File: src/hw/rtl/swp_pkg.sv
// package for the scan window polar to xy block: widths, constants, codes and types
package swp_pkg;

  localparam int unsigned RANGE_W = 16;
  localparam int unsigned IDX_W   = 11;
  localparam int unsigned ANG_W   = 16;
  localparam int unsigned LEN_W   = 12;
  localparam int unsigned XY_W    = 17;
  localparam int unsigned CIDX_W  = 2;
  localparam int unsigned CDATA_W = 16;

  localparam int unsigned MAG_W  = 14;
  localparam int unsigned PI_W   = 32;
  localparam int unsigned TH_W   = 30;
  localparam int unsigned X2_W   = 30;
  localparam int unsigned S_W    = 31;
  localparam int unsigned RCP_W  = 32;
  localparam int unsigned Q_FRAC = 30;

  localparam logic [S_W-1:0]   Q30_ONE     = S_W'(64'd1 << Q_FRAC);
  localparam logic [PI_W-1:0]  PI_Q30      = 32'd3373259426;
  localparam logic [ANG_W-1:0] EIGHTH_TURN = 16'd8192;
  localparam logic [MAG_W-1:0] MAG_EIGHTH  = 14'd8192;
  localparam logic [47:0]      ROUND_HALF  = 48'd1 << (Q_FRAC - 1);

  localparam int unsigned N_COS    = 5;
  localparam int unsigned N_SIN    = 4;
  localparam int unsigned STEP_LAT = 3;
  localparam int unsigned COS_DIV [N_COS] = '{90, 56, 30, 12, 2};
  localparam int unsigned SIN_DIV [N_SIN] = '{72, 42, 20, 6};

  localparam logic [LEN_W-1:0] SCAN_LEN_MID  = 12'd720;
  localparam logic [LEN_W-1:0] SCAN_LEN_LONG = 12'd1080;
  localparam logic [IDX_W-1:0] RIGHT_MID     = 11'd180;
  localparam logic [IDX_W-1:0] LEFT_MID      = 11'd540;
  localparam logic [IDX_W-1:0] RIGHT_LONG    = 11'd270;
  localparam logic [IDX_W-1:0] LEFT_LONG     = 11'd810;
  localparam logic [IDX_W-1:0] RIGHT_DEF     = 11'd90;
  localparam logic [IDX_W-1:0] LEFT_DEF      = 11'd270;

  localparam logic [LEN_W-1:0] RST_SCAN_LEN  = 12'd360;
  localparam logic [ANG_W-1:0] RST_START_ANG = 16'h8000;
  localparam logic [ANG_W-1:0] RST_ANG_STEP  = 16'd182;

  typedef enum logic [CIDX_W-1:0] {
    CFG_SCAN_LENGTH = 2'd0,
    CFG_START_ANGLE = 2'd1,
    CFG_ANGLE_STEP  = 2'd2
  } cfg_idx_e;

  typedef enum logic [1:0] {
    QUAD_0 = 2'd0,
    QUAD_1 = 2'd1,
    QUAD_2 = 2'd2,
    QUAD_3 = 2'd3
  } quad_e;

  typedef struct packed {
    logic [RANGE_W-1:0] range;
    logic [IDX_W-1:0]   idx;
    logic               inwin;
    quad_e              quad;
    logic               neg;
    logic [TH_W-1:0]    th;
    logic [X2_W-1:0]    x2;
  } swp_side_t;

endpackage

File: src/hw/rtl/swp_horner_step.sv
// one horner step of the series: s_o = 1 - ((x2 * s) >> 30) / DIV, three register stages
module swp_horner_step
  import swp_pkg::*;
#(
  parameter int unsigned DIV = 2
) (
  input  logic           clk_i,
  input  logic           en_i,
  input  logic [X2_W-1:0] x2_i,
  input  logic [S_W-1:0]  s_i,
  output logic [S_W-1:0]  s_o
);

  localparam int unsigned PROD_W = X2_W + S_W;
  localparam int unsigned MP_W   = X2_W + RCP_W;
  localparam int unsigned SH     = Q_FRAC + $clog2(DIV);
  localparam logic [63:0] RECIP_WIDE = ((64'd1 << SH) + 64'(DIV) - 64'd1) / 64'(DIV);
  localparam logic [RCP_W-1:0] RECIP = RECIP_WIDE[RCP_W-1:0];

  logic [PROD_W-1:0] prod_d, prod_q;
  logic [MP_W-1:0]   mp_d, mp_q;
  logic [X2_W-1:0]   scaled;
  logic [S_W-1:0]    s_d, s_q;

  assign prod_d = {{S_W{1'b0}}, x2_i} * {{X2_W{1'b0}}, s_i};
  assign scaled = prod_q[Q_FRAC+X2_W-1:Q_FRAC];
  assign mp_d   = {{RCP_W{1'b0}}, scaled} * {{X2_W{1'b0}}, RECIP};
  assign s_d    = Q30_ONE - S_W'(mp_q >> SH);

  always_ff @(posedge clk_i) begin
    if (en_i) begin
      prod_q <= prod_d;
      mp_q   <= mp_d;
      s_q    <= s_d;
    end
  end

  assign s_o = s_q;

endmodule

File: config.mk
export PLATFORM = sky130hd
export DESIGN_NAME = swp_horner_step
export DESIGN_NICKNAME = d
export VERILOG_FILES = /design/src/hw/rtl/swp_pkg.sv /design/src/hw/rtl/swp_horner_step.sv
export SDC_FILE = /design/constraint.sdc
export NUM_CORES = 2
export LEC_CHECK = 0
export BUFFER_PORTS_ARGS = -buffer_cell sky130_fd_sc_hd__buf_2
export CAP_MARGIN = 0
export CORE_ASPECT_RATIO = 0.8
export CORE_MARGIN = 4
export CORE_UTILIZATION = 25
export CTS_BUF_LIST = sky130_fd_sc_hd__clkbuf_4
export CTS_CLUSTER_DIAMETER = 120
export DETAILED_ROUTE_END_ITERATION = 6
export HOLD_SLACK_MARGIN = 0.1
export PLACE_DENSITY = 0.47
export SLEW_MARGIN = 20
export SYNTH_ARGS = -nofsm -noshare
export SYNTH_HDL_FRONTEND = slang
export SYNTH_SLANG_ARGS = --single-unit
File: constraint.sdc
create_clock -name clk_i -period 8.7 [get_ports clk_i]
set_clock_uncertainty 0.15 [all_clocks]
set_input_delay 0.87 -clock clk_i [delete_from_list [all_inputs] [get_ports clk_i]]
set_output_delay 0.87 -clock clk_i [all_outputs]
set_load 0.02 [all_outputs]
==> impl_metrics.toml <==
[final_layout]
layout_common_cells = "838 x inv_1, 806 x fa_1, 537 x and2_1, 424 x nand2_1, 241 x ha_1"
final_common_cell = "inv_1"
regArea_mm2 = 0.00267
multi_input_area_mm2 = 0.0263
fillers = 14000
nets = 4622
finish.utilization = 0.279
drive_gt1_frac = 0.0808
syn2layout_area_growth_pct = 10.3

[routing]
dr.pass1.iters = 4
drc = 0
num_vias = 22200
wire_per_inst_um = 18.6
drtIter0Drc = 1182
routed_via_density = 4.22
wl_um = 98000
ant_nets = 0

[critical_path]
critPathCaptureType = "flop"
cpMostUsedCell = "fa_1"
cp_max_fo = 19
crit_type = "in -> reg"
max_stage_delay_ns = 0.56
path_buf_inv = 6
critPathLaunchType = "input port"
crit_required_ns = 8.76
cp.arrival_ns = 8.30
slowest_stage = "fa_1"
critPathTopFamily = "adder cells"

[sta]
finalCriticalPeriod_ns = 8.24
fmax_ghz = 0.121
maxSlewViolCount = 0
holdWs_ns = 0.272
rsz0062_at_grt = "no"
setup_viol = 0
post-route-period-util = 0.947
worst_pin_slew_ns = 1.01
relSlewSlack = 0.325
finalHoldViolCount = 0

[synthesis]
synth_cell_types = 58
synth.ff_latch_count = 89
syn-num-nets = 4547
synth_top_cell_area_share = 0.492
yosysWarnings = 0
synthFlopType = "edfxtp_1"
synth-async-reset-ratio = 0
synth_area_leader_cell = "fa_1"
synthTopCellsByArea = "fa_1 49%, and2_1 10%, inv_1 9.6%"
synth_enable_flop_cells = 89
yosysSeqAreaShare = 0.0815
avgSynthCellArea_um2 = 9.54
syn_inst = 3437
netlist_area_mm2 = 0.0328

[cts]
clk_path_buf_depth = 2
cts_setup_buffers = 0
htreeDepth = 3
root_buffer = "clkbuf_4"
clk_latency_ns = 0.45
cts_resized = 0
cts_tree = "done"
clock_sinks = 89
numCtsBuffers = 9
holdBufCountCts = 0
path_clk_slew_ns = 0.16

[floorplan]
core_mm2 = 0.130
die_w_um = 413
std_cell_rows = 118
ioPinCount = 94
dieArea_mm2 = 0.137
initial_core_util = 0.252
die_y_um = 332

[global_routing]
antenna_found_initial = 18
grt.total_usage = 0.145
grt_overflow = 0
grt_pass1_wl_um = 153000
grt_max_degree = 83
grt_pass1_vias = 24200

[flow_run]
maxCapViolations = 0

[placement]
numPortBuffers = 93
gp_congestion = 0.831
dp_hpwl_um = 83100

[run_status]
outcome = "finished, final reports clean"

[min_path]
worst_hold_path_type = "reg -> reg"
-- cell type report --
cell class,count,share of cell area
Antenna cell,4,0.000277
Clock buffer,9,0.00187
Clock inverter,7,0.00176
Inverter,838,0.0869
Multi-Input combinational cell,2324,0.726
Sequential cell,89,0.0738
Tap cell,1740,0.0602
Timing Repair Buffer,250,0.0490
-- Yosys cell counts (4+ instances only) --
master    count
a21oi_1      38
nor2_1       26
ha_1        241
a221oi_1      7
a31oi_1       4
edfxtp_1     89
o211ai_1      4
nand2_1     424
or3_1         6
or4_1         6
nor2b_1       5
clkbuf_1    186
and2_1      537
o21ai_0      19
xnor2_1      37
nand3_1       7
o21bai_1      9
nor3_1       12
nand4_1      13
fa_1        806
a21o_1       39
xor2_1       19
and3_1        9
inv_1       838
or4_4         4
-- through the flow --
step                area, um2  std cells  TNS (ns)  worst slack (ns)
floorplan               32800       3437         0             0.833
global placement        36100       5241   -0.0937           -0.0937
detailed placement      36100       5241   -0.0238           -0.0238
CTS                     36200       5257         0             0.464
global route            36200       5258         0             0.106
finish                  36200       5261         0             0.461
-- registers in the layout, indices dropped and copies added (netlist names) --
signal and count:
prod_q 29, mp_q 29, s_o 31
-- metal layers --
layer	vias up	track usage	part of all wire
li1	10100	-	-
met1	11600	0.229	0.52
met2	400	0.216	0.43
met3	38	0.0225	0.049
met4	16	0.0106	0.0056
met5	-	0	0.0011
-- kinds of logic (layout without fill, tap and decap cells) --
family,Yosys count,count (layout),synth area share
XOR/XNOR,56,56,0.0150
flip-flops,89,89,0.0815
AND/OR/NAND/NOR,1069,1069,0.171
adder cells (fa/ha/maj),1047,1047,0.584
other,0,4,0
buffers and inverters,1024,1104,0.117
AO/OA/AOI/OAI,152,152,0.0318
-- final timing paths --
| path | slack [ns] | from | endpoint | depth (start not counted) |
|---|---|---|---|---|
| min reg2reg | 0.27 | prod_q[35] | mp_q[35] | 0 |
| max reg2reg | 5.31 | mp_q[35] | s_o[23] | 9 |
| min | 0.27 | prod_q[35] | mp_q[35] | 0 |
| max | 0.46 | s_i[14] | prod_q[59] | 25 |
Power is not shown: default switching activity piles up to over one toggle a cycle in this logic, so the estimate is an artifact.
